### src/iou_pkg.sv
// Package for the box intersection-over-union block: default widths and the
// tag that travels with each word down the pipeline.
// No dependencies.
`default_nettype none

package iou_pkg;

  // Default width of a signed box coordinate; sizes are one bit narrower.
  localparam int unsigned COORD_BITS_DEF = 16;
  // Default number of fraction bits in the ratio.
  localparam int unsigned FRACTION_BITS_DEF = 16;

  // Control bits that accompany a word from stage to stage.
  typedef struct packed {
    logic valid;
    logic empty;
  } iou_tag_t;

endpackage

`default_nettype wire

### src/iou_if.sv
// Valid/ready channel interfaces for the box pair input and the ratio output.
// Depends on iou_pkg for the default widths.
`default_nettype none

interface iou_in_if #(
  parameter int unsigned COORD_BITS = iou_pkg::COORD_BITS_DEF
) ();
  logic                         valid;
  logic                         ready;
  logic signed [COORD_BITS-1:0] first_left;
  logic signed [COORD_BITS-1:0] first_top;
  logic        [COORD_BITS-2:0] first_width;
  logic        [COORD_BITS-2:0] first_height;
  logic signed [COORD_BITS-1:0] second_left;
  logic signed [COORD_BITS-1:0] second_top;
  logic        [COORD_BITS-2:0] second_width;
  logic        [COORD_BITS-2:0] second_height;

  modport source (
    output valid, first_left, first_top, first_width, first_height,
           second_left, second_top, second_width, second_height,
    input  ready
  );
  modport sink (
    input  valid, first_left, first_top, first_width, first_height,
           second_left, second_top, second_width, second_height,
    output ready
  );
endinterface

interface iou_out_if #(
  parameter int unsigned FRACTION_BITS = iou_pkg::FRACTION_BITS_DEF
) ();
  logic                     valid;
  logic                     ready;
  logic [FRACTION_BITS:0]   overlap_ratio;
  logic                     union_empty;

  modport source (output valid, overlap_ratio, union_empty, input ready);
  modport sink   (input valid, overlap_ratio, union_empty, output ready);
endinterface

`default_nettype wire

### src/iou_front.sv
// Front end of the ratio pipeline: overlap extents, the three areas and the
// union, over three registered stages. Depends on iou_pkg and iou_if.
`default_nettype none

module iou_front #(
  parameter int unsigned COORD_BITS = iou_pkg::COORD_BITS_DEF
) (
  input  logic                      clk_i,
  input  logic                      rst_ni,
  iou_in_if.sink                    pair_i,
  output iou_pkg::iou_tag_t         tag_o,
  input  logic                      ready_i,
  output logic [2*COORD_BITS-3:0]   inter_o,
  output logic [2*COORD_BITS-2:0]   union_sum_o
);
  import iou_pkg::*;

  localparam int unsigned SW = COORD_BITS - 1;   // size width
  localparam int unsigned EW = COORD_BITS + 2;   // edge arithmetic width
  localparam int unsigned PW = 2 * SW;           // product width
  localparam int unsigned UW = PW + 1;           // union width

  function automatic logic [SW-1:0] extent(input logic signed [EW-1:0] a0,
                                           input logic signed [EW-1:0] a1,
                                           input logic signed [EW-1:0] b0,
                                           input logic signed [EW-1:0] b1);
    logic signed [EW-1:0] lo;
    logic signed [EW-1:0] hi;
    logic signed [EW-1:0] d;
    lo = (a0 > b0) ? a0 : b0;
    hi = (a1 < b1) ? a1 : b1;
    d  = hi - lo;
    return (hi > lo) ? d[SW-1:0] : '0;
  endfunction

  logic signed [EW-1:0] l1, r1, t1, b1, l2, r2, t2, b2;
  logic                 empty_d;
  logic                 rdy1, rdy2, rdy3;

  iou_tag_t             s1_tag_q, s2_tag_q, s3_tag_q;
  logic [SW-1:0]        iw_q, ih_q, w1_q, h1_q, w2_q, h2_q;
  logic [PW-1:0]        inter2_q, area1_q, area2_q;
  logic [PW-1:0]        inter3_q;
  logic [UW-1:0]        union_q;
  logic [UW-1:0]        union_d;

  always_comb begin
    l1 = EW'(pair_i.first_left);
    t1 = EW'(pair_i.first_top);
    l2 = EW'(pair_i.second_left);
    t2 = EW'(pair_i.second_top);
    r1 = l1 + $signed(EW'(pair_i.first_width));
    b1 = t1 + $signed(EW'(pair_i.first_height));
    r2 = l2 + $signed(EW'(pair_i.second_width));
    b2 = t2 + $signed(EW'(pair_i.second_height));
    // The union is never below the larger area, so it is empty exactly when
    // both boxes have no area.
    empty_d = ((pair_i.first_width == '0) || (pair_i.first_height == '0)) &&
              ((pair_i.second_width == '0) || (pair_i.second_height == '0));
    union_d = UW'(area1_q) + UW'(area2_q) - UW'(inter2_q);
  end

  assign rdy3         = !s3_tag_q.valid || ready_i;
  assign rdy2         = !s2_tag_q.valid || rdy3;
  assign rdy1         = !s1_tag_q.valid || rdy2;
  assign pair_i.ready = rdy1;

  always_ff @(posedge clk_i or negedge rst_ni) begin
    if (!rst_ni) begin
      s1_tag_q <= '0;
      s2_tag_q <= '0;
      s3_tag_q <= '0;
    end else begin
      if (rdy1) begin
        s1_tag_q <= '{valid: pair_i.valid, empty: empty_d};
      end
      if (rdy2) begin
        s2_tag_q <= s1_tag_q;
      end
      if (rdy3) begin
        s3_tag_q <= s2_tag_q;
      end
    end
  end

  always_ff @(posedge clk_i) begin
    if (rdy1) begin
      iw_q <= extent(l1, r1, l2, r2);
      ih_q <= extent(t1, b1, t2, b2);
      w1_q <= pair_i.first_width;
      h1_q <= pair_i.first_height;
      w2_q <= pair_i.second_width;
      h2_q <= pair_i.second_height;
    end
    if (rdy2) begin
      inter2_q <= iw_q * ih_q;
      area1_q  <= w1_q * h1_q;
      area2_q  <= w2_q * h2_q;
    end
    if (rdy3) begin
      inter3_q <= inter2_q;
      union_q  <= union_d;
    end
  end

  assign tag_o       = s3_tag_q;
  assign inter_o     = inter3_q;
  assign union_sum_o = union_q;

  a_inter_le_union: assert property (@(posedge clk_i) disable iff (!rst_ni)
    s3_tag_q.valid |-> (UW'(inter3_q) <= union_q))
    else $error("intersection exceeds union");

  a_empty_zero_union: assert property (@(posedge clk_i) disable iff (!rst_ni)
    (s3_tag_q.valid && s3_tag_q.empty) |-> (union_q == '0))
    else $error("empty flag set with nonzero union");

  a_full_union_nonzero: assert property (@(posedge clk_i) disable iff (!rst_ni)
    (s3_tag_q.valid && !s3_tag_q.empty) |-> (union_q != '0))
    else $error("zero union without empty flag");

endmodule

`default_nettype wire

### src/iou_div_cell.sv
// One cell of the restoring divider chain: a single quotient bit per cell,
// with its own valid/ready stage. Depends on iou_pkg.
`default_nettype none

module iou_div_cell #(
  parameter int unsigned REM_BITS   = 2 * iou_pkg::COORD_BITS_DEF - 1,
  parameter int unsigned RATIO_BITS = iou_pkg::FRACTION_BITS_DEF + 1,
  parameter bit          FIRST_STEP = 1'b0
) (
  input  logic                  clk_i,
  input  logic                  rst_ni,
  input  iou_pkg::iou_tag_t     tag_i,
  output logic                  ready_o,
  input  logic [REM_BITS-1:0]   rem_i,
  input  logic [REM_BITS-1:0]   den_i,
  input  logic [RATIO_BITS-1:0] q_i,
  output iou_pkg::iou_tag_t     tag_o,
  input  logic                  ready_i,
  output logic [REM_BITS-1:0]   rem_o,
  output logic [REM_BITS-1:0]   den_o,
  output logic [RATIO_BITS-1:0] q_o
);
  import iou_pkg::*;

  iou_tag_t              tag_q;
  logic [REM_BITS-1:0]   rem_q, rem_d, den_q;
  logic [RATIO_BITS-1:0] q_q, q_d;
  logic [REM_BITS:0]     trial, diff;
  logic                  ge;

  // The first cell compares the numerator as it stands; later cells shift
  // the partial remainder by one place first.
  always_comb begin
    trial = FIRST_STEP ? {1'b0, rem_i} : {rem_i, 1'b0};
    diff  = trial - {1'b0, den_i};
    ge    = (trial >= {1'b0, den_i});
    rem_d = ge ? diff[REM_BITS-1:0] : trial[REM_BITS-1:0];
    q_d   = FIRST_STEP ? RATIO_BITS'(ge) : {q_i[RATIO_BITS-2:0], ge};
  end

  assign ready_o = !tag_q.valid || ready_i;

  always_ff @(posedge clk_i or negedge rst_ni) begin
    if (!rst_ni) begin
      tag_q <= '0;
    end else if (ready_o) begin
      tag_q <= tag_i;
    end
  end

  always_ff @(posedge clk_i) begin
    if (ready_o) begin
      rem_q <= rem_d;
      den_q <= den_i;
      q_q   <= q_d;
    end
  end

  assign tag_o = tag_q;
  assign rem_o = rem_q;
  assign den_o = den_q;
  assign q_o   = q_q;

  a_rem_below_den: assert property (@(posedge clk_i) disable iff (!rst_ni)
    (tag_q.valid && (den_q != '0)) |-> (rem_q < den_q))
    else $error("partial remainder not below divisor");

endmodule

`default_nettype wire

### src/box_intersection_over_union.sv
// An accepted box pair passes three front stages, then one cell per quotient
// bit, on its way to the output. Throughput: one pair per cycle while the
// output is not held back, since the divider chain takes one quotient bit
// per cell. Reset clears only the stage tags, valid and empty flags alike;
// payload registers keep whatever they hold. Depends on iou_pkg, iou_if,
// iou_front and iou_div_cell.
`default_nettype none

module box_intersection_over_union #(
  parameter int unsigned COORD_BITS    = iou_pkg::COORD_BITS_DEF,
  parameter int unsigned FRACTION_BITS = iou_pkg::FRACTION_BITS_DEF
) (
  input  logic       clk_i,
  input  logic       rst_ni,
  iou_in_if.sink     pair_i,
  iou_out_if.source  result_o
);
  import iou_pkg::*;

  // Intersection and box areas are products of two sizes; the union can be
  // one bit wider. The ratio carries one integer bit so that 1.0 fits.
  localparam int unsigned PW = 2 * (COORD_BITS - 1);
  localparam int unsigned UW = PW + 1;
  localparam int unsigned RW = FRACTION_BITS + 1;

  logic [PW-1:0] inter;
  logic [UW-1:0] union_sum;

  // Chain links: entry 0 is fed by the front end, entry RW is the last
  // cell's registered output, which is also the output register.
  iou_tag_t      tag_c   [RW+1];
  logic          ready_c [RW+1];
  logic [UW-1:0] rem_c   [RW+1];
  logic [UW-1:0] den_c   [RW+1];
  logic [RW-1:0] q_c     [RW+1];

  // The front end works out the overlap, the areas and the union, and marks
  // a pair whose union is empty so that the ratio can be forced to zero.
  iou_front #(
    .COORD_BITS (COORD_BITS)
  ) u_front (
    .clk_i       (clk_i),
    .rst_ni      (rst_ni),
    .pair_i      (pair_i),
    .tag_o       (tag_c[0]),
    .ready_i     (ready_c[0]),
    .inter_o     (inter),
    .union_sum_o (union_sum)
  );

  // The division starts with the intersection as the partial remainder and
  // the union as divisor. The intersection never exceeds the union, so the
  // integer part is a single bit and the whole quotient needs RW cells.
  assign rem_c[0] = UW'(inter);
  assign den_c[0] = union_sum;
  assign q_c[0]   = '0;

  for (genvar i = 0; i < RW; i++) begin : g_cell
    iou_div_cell #(
      .REM_BITS   (UW),
      .RATIO_BITS (RW),
      .FIRST_STEP (i == 0)
    ) u_cell (
      .clk_i   (clk_i),
      .rst_ni  (rst_ni),
      .tag_i   (tag_c[i]),
      .ready_o (ready_c[i]),
      .rem_i   (rem_c[i]),
      .den_i   (den_c[i]),
      .q_i     (q_c[i]),
      .tag_o   (tag_c[i+1]),
      .ready_i (ready_c[i+1]),
      .rem_o   (rem_c[i+1]),
      .den_o   (den_c[i+1]),
      .q_o     (q_c[i+1])
    );
  end

  // Each stage takes a new word whenever it is empty or its own word moves
  // on, so a waiting result only holds back the stages behind it that are
  // full.
  assign ready_c[RW]            = result_o.ready;
  assign result_o.valid         = tag_c[RW].valid;
  assign result_o.union_empty   = tag_c[RW].empty;
  // With an empty union the divider has run against zero and its quotient is
  // meaningless, so the ratio is forced to zero.
  assign result_o.overlap_ratio = tag_c[RW].empty ? '0 : q_c[RW];

  a_ratio_at_most_one: assert property (@(posedge clk_i) disable iff (!rst_ni)
    result_o.valid |-> (result_o.overlap_ratio <= (RW'(1) << FRACTION_BITS)))
    else $error("ratio above one");

  a_stall_needs_full_out: assert property (@(posedge clk_i) disable iff (!rst_ni)
    !pair_i.ready |-> result_o.valid)
    else $error("input stalled while the output register is empty");

  a_last_rem_below_den: assert property (@(posedge clk_i) disable iff (!rst_ni)
    (tag_c[RW].valid && !tag_c[RW].empty) |-> (rem_c[RW] < den_c[RW]))
    else $error("final remainder not below union");

endmodule

`default_nettype wire

### src/flat_wrapper.sv
// flat-port wrapper written by rule: the top's interface ports become plain ports
module box_intersection_over_union_flat import iou_pkg::*;
#(
  parameter int unsigned COORD_BITS    = iou_pkg::COORD_BITS_DEF,
  parameter int unsigned FRACTION_BITS = iou_pkg::FRACTION_BITS_DEF
)
  (clk_i, rst_ni, pair_i_valid, pair_i_first_left, pair_i_first_top, pair_i_first_width, pair_i_first_height, pair_i_second_left, pair_i_second_top, pair_i_second_width, pair_i_second_height, pair_i_ready, result_o_valid, result_o_overlap_ratio, result_o_union_empty, result_o_ready);
  iou_in_if #(.COORD_BITS(COORD_BITS)) pair_i_i ();
  iou_out_if #(.FRACTION_BITS(FRACTION_BITS)) result_o_i ();
  input  logic clk_i;
  input  logic rst_ni;
  input wire logic [$bits(pair_i_i.valid)-1:0] pair_i_valid;
  input wire logic [$bits(pair_i_i.first_left)-1:0] pair_i_first_left;
  input wire logic [$bits(pair_i_i.first_top)-1:0] pair_i_first_top;
  input wire logic [$bits(pair_i_i.first_width)-1:0] pair_i_first_width;
  input wire logic [$bits(pair_i_i.first_height)-1:0] pair_i_first_height;
  input wire logic [$bits(pair_i_i.second_left)-1:0] pair_i_second_left;
  input wire logic [$bits(pair_i_i.second_top)-1:0] pair_i_second_top;
  input wire logic [$bits(pair_i_i.second_width)-1:0] pair_i_second_width;
  input wire logic [$bits(pair_i_i.second_height)-1:0] pair_i_second_height;
  output wire logic [$bits(pair_i_i.ready)-1:0] pair_i_ready;
  output wire logic [$bits(result_o_i.valid)-1:0] result_o_valid;
  output wire logic [$bits(result_o_i.overlap_ratio)-1:0] result_o_overlap_ratio;
  output wire logic [$bits(result_o_i.union_empty)-1:0] result_o_union_empty;
  input wire logic [$bits(result_o_i.ready)-1:0] result_o_ready;
  assign pair_i_i.valid = pair_i_valid;
  assign pair_i_i.first_left = pair_i_first_left;
  assign pair_i_i.first_top = pair_i_first_top;
  assign pair_i_i.first_width = pair_i_first_width;
  assign pair_i_i.first_height = pair_i_first_height;
  assign pair_i_i.second_left = pair_i_second_left;
  assign pair_i_i.second_top = pair_i_second_top;
  assign pair_i_i.second_width = pair_i_second_width;
  assign pair_i_i.second_height = pair_i_second_height;
  assign pair_i_ready = pair_i_i.ready;
  assign result_o_valid = result_o_i.valid;
  assign result_o_overlap_ratio = result_o_i.overlap_ratio;
  assign result_o_union_empty = result_o_i.union_empty;
  assign result_o_i.ready = result_o_ready;
  box_intersection_over_union #(.COORD_BITS(COORD_BITS), .FRACTION_BITS(FRACTION_BITS)) u_core (.clk_i(clk_i), .rst_ni(rst_ni), .pair_i(pair_i_i), .result_o(result_o_i));
endmodule
### config.mk
export PLATFORM = sky130hd
export DESIGN_NAME = box_intersection_over_union_flat
export DESIGN_NICKNAME = d
export VERILOG_FILES = /design/src/iou_pkg.sv /design/src/iou_if.sv /design/src/iou_front.sv /design/src/iou_div_cell.sv /design/src/box_intersection_over_union.sv /design/src/flat_wrapper.sv
export SDC_FILE = /design/constraint.sdc
export NUM_CORES = 2
export LEC_CHECK = 0
export ABC_AREA = 1
export ABC_CLOCK_PERIOD_IN_PS = 23300
export BUFFER_PORTS_ARGS = -buffer_cell sky130_fd_sc_hd__buf_2
export CAP_MARGIN = 20
export CORE_MARGIN = 2
export CORE_UTILIZATION = 35
export CTS_CLUSTER_SIZE = 8
export DETAILED_ROUTE_END_ITERATION = 10
export GPL_TIMING_DRIVEN = 0
export PLACE_DENSITY = 0.51
export RECOVER_POWER = 50
export SYNTH_ARGS = -nofsm -noshare
export SYNTH_HDL_FRONTEND = slang
export SYNTH_SLANG_ARGS = --single-unit
### constraint.sdc
create_clock -name clk_i -period 23.3 [get_ports clk_i]
set_input_delay 1.165 -clock clk_i [delete_from_list [all_inputs] [get_ports clk_i]]
set_output_delay 1.165 -clock clk_i [all_outputs]
set_load 0.05 [all_outputs]
==> qor.yml <==
status: "complete, but fails checks"
violations: "max-capacitance violations, max-slew violations"
path_clk_slew_ps: 50
ioPinCount: 148
max_stage_delay_ps: 1870
rsz0062_at_grt: "no"
ant_nets: 0
grt_pass1_wl_um: 490000
critical_path_class: "in2out"
timing.rr.end: "u_core.u_front.h2_q[3]"
crit_cells: 13
syn2layout_area_growth_pct: 10.8
die_area_sq_um: 317000
start_kind: "input port"
place.gp.congestion: 0.914
yosysSeqAreaShare_pct: 39.0
clockBufferDepth: 4
synth_nets: 13900
die_h_um: 563
post_cts_resized: 0
grt_antenna_before_repair: 8
first_pass_iters: 6
design.core.area_sq_um: 311000
worstHoldPathType: "reg2reg"
finClkSkew_ps: 88.3
portBuffers: 147
fin_crit_sh_pct: 42.6
cpLargestDelayFamily: "simple AND/OR/NAND/NOR gates"
postCtsSetupRepairBufs: 0
clock-sinks: 1426
synth-edff-count: 1386
cp-end-kind: "output port"
synth_flop_cell: "edfxtp_1"
route.met3.wl_um: 13900
synth.area.top_cells: "edfxtp_1 38%, ha_1 11%, fa_1 10%"
syn_inst: 12200
top_layer: "met5"
hpwl_um: 262000
fin_setup_tns_ps: 0
cts_root_buffer: "clkbuf_16"
path_cells: "buf_2 -> inv_2 -> nand4_1 -> clkbuf_1 -> nor3_1 -> nand4_1 -> nor2_4 -> nand4_4 -> nor2_4 -> nand4_4 -> nor2_4 -> nand4_4 -> buf_2"
drc: 0
hold_viol: 0
crit_buf_inv: 4
grt_use_total_pct: 20.0
yosysWarnings: 0
cts-buffers-inserted: 208
critPathLaunch: "result_o_ready"
cap_violations: 11
fmax_mhz: 101
htreeDepth: 4
synth-seq-cells: 1426
synth_top_cell_area_share_pct: 38.1
grt_overflow_total: 0
syn_area_sq_um: 109000
met2_length_um: 150000
cp_slowest_cell: "nand4_1"
fin_crit_ps: 9930
row_count: 205
slew_headroom_pct: -157
wl_met1_um: 148000
maxSlewViolCount: 472
synth_async_sr_flop_share_pct: 2.81
die_w_um: 563
rr_worst_depth: 12
wirelength_um: 320000
rr_startpoint: "u_core.g_cell[16].u_cell.tag_o[1]"
yosys.area.top_type: "edfxtp_1"
tightestPinTransition_ps: 3860
wl_per_cell_um: 19.0
insertion_delay_ps: 880
initial_core_util_pct: 35.1
nFillCells: 31900
cp_max_fo: 35
layout-drive-gt1-share_pct: 3.95
cts_tree: "built"
vias: 82700
grt_pass1_vias: 81800
cp-endpoint: "pair_i_ready"
synth.distinct_cells: 59
cp_data_arrival_time_ps: 8770
r2r_slack_ps: 14790
holdBufCountCts: 0
final_nets: 14300
drt_iter0_markers: 6023
finalSetupViolCount: 0
viasPerCell: 4.90
critPathRequiredTime_ps: 22140
grt_max_degree: 74
syn_avg_cell_area_sq_um: 8.94
-- sequential cells by signal, indices dropped and copies added, names as in the netlist --
signal / flops
u_core.g_cell.u_cell.den_o: 496
u_core.g_cell.u_cell.rem_o: 496
u_core.g_cell.u_cell.q_o: 153
u_core.g_cell.u_cell.tag_o: 34
u_core.u_front.union_sum_o: 31
u_core.u_front.area1_q: 30
u_core.u_front.area2_q: 30
u_core.u_front.inter2_q: 30
u_core.u_front.inter_o: 30
u_core.u_front.h1_q: 15
u_core.u_front.h2_q: 15
u_core.u_front.ih_q: 15
u_core.u_front.iw_q: 15
u_core.u_front.w1_q: 15
u_core.u_front.w2_q: 15
u_core.u_front.s1_tag_q: 2
u_core.u_front.s2_tag_q: 2
u_core.u_front.tag_o: 2
-- per-stage QoR --
step           hold WS, ps  setup slack (ps)  std cells  area (sq um)  util (%)
6_report               396             13370      16900        121000      38.9
5_1_grt                401             12400      16900        121000      38.9
4_1_cts                322             15950      16900        122000      39.1
3_5_place_dp           405             15800      16500        116000      37.2
3_3_place_gp           401              9620      16500        115000      37.0
2_1_floorplan          400             14240      12200        109000         -
-- cells in the mapped netlist, types with 7 or more instances --
cell type and number:
nand2_1 2798, xor2_1 239, buf_2 66, a21oi_2 18, a21oi_1 771, nand3b_1 11, or2_2 55, clkbuf_1 107
nand3_2 11, nand4_4 8, nand3_1 421, o21ai_2 25, nor3_1 121, dfrtp_1 40, nand4_1 82, inv_1 2262
and3_1 7, buf_6 13, a221oi_1 21, inv_2 17, a31oi_1 158, o21ai_0 660, o21a_1 33, nor2_1 574
xnor2_1 310, nor2_4 8, fa_1 553, o221ai_1 18, ha_1 994, buf_4 17, a21boi_0 44, o21ai_1 94
o31ai_1 29, edfxtp_1 1386, a21o_1 89, o211ai_1 9, nor4_1 51, nor3b_1 12, o21bai_1 57, a211oi_1 15
-- final cells by class --
class / instances / area (sq um) / share of cell area (%)
repair buffers: 169 / 1030 / 0.853
plain buffers: 204 / 920 / 0.759
clock inverters: 26 / 370 / 0.306
clock buffers: 289 / 5550 / 4.58
multi-input cells: 8330 / 56900 / 47.0
well taps: 4140 / 5180 / 4.27
diodes: 4 / 10.0 / 0.00826
flip-flops and latches: 1426 / 42600 / 35.2
inverters: 2279 / 8570 / 7.07
-- cells by family (layout without fill, tap and decap cells) --
logic type                 after synthesis  in the layout  share of synthesized area [%]
DFF                                   1426           1426                           39.0
xor gates and xnor gates               549            549                           4.40
other                                    0              4                              0
adders and majority gates             1547           1547                           21.5
muxes                                    1              1                         0.0103
AOI/OAI and AO/OA                     2062           2062                           10.6
and+or+nand+nor                       4171           4171                           15.8
buffers and inverters                 2483           2967                           8.75
-- cells in the final DEF (no fill, tap or decap), types with 21 or more instances in the layout --
cell and count:
o21a_1 33, xnor2_1 310, nand2_1 2800, xor2_1 239, nor4_1 51, o21ai_1 75
clkbuf_1 291, clkbuf_16 209, nor3_1 122, nand4_1 85, buf_2 125, edfxtp_1 1386
o21bai_1 58, dfrtp_1 40, a21o_1 89, a221oi_1 21, o31ai_1 29, nor2_1 575
inv_1 2261, nand3_1 431, o21ai_0 697, fa_1 553, a21boi_0 47, ha_1 994
a21oi_1 783, or2_2 55, a31oi_1 158
-- worst min-delay path by stage --
stage,slack [ps],cells past startpoint,start,to
3_5_place_dp,400,0,u_core.g_cell[10].u_cell.q_o[2],u_core.g_cell[11].u_cell.q_o[3]
2_1_floorplan,400,0,u_core.g_cell[9].u_cell.q_o[9],u_core.g_cell[10].u_cell.q_o[10]
6_report,400,0,u_core.g_cell[5].u_cell.q_o[3],u_core.g_cell[6].u_cell.q_o[4]
4_1_cts,320,1,rst_ni,u_core.g_cell[8].u_cell.tag_o[0]
5_1_grt,400,0,u_core.g_cell[5].u_cell.q_o[3],u_core.g_cell[6].u_cell.q_o[4]
3_3_place_gp,400,0,u_core.g_cell[9].u_cell.q_o[8],u_core.g_cell[10].u_cell.q_o[9]
-- per-layer routing --
metal	vias up	global-route usage (%)
li1	41100	-
met1	39300	27.5
met2	1813	33.5
met3	410	2.03
met4	4	5.19
met5	-	0
Power is not shown: default switching activity piles up to over one toggle a cycle in this logic, so the estimate is an artifact.
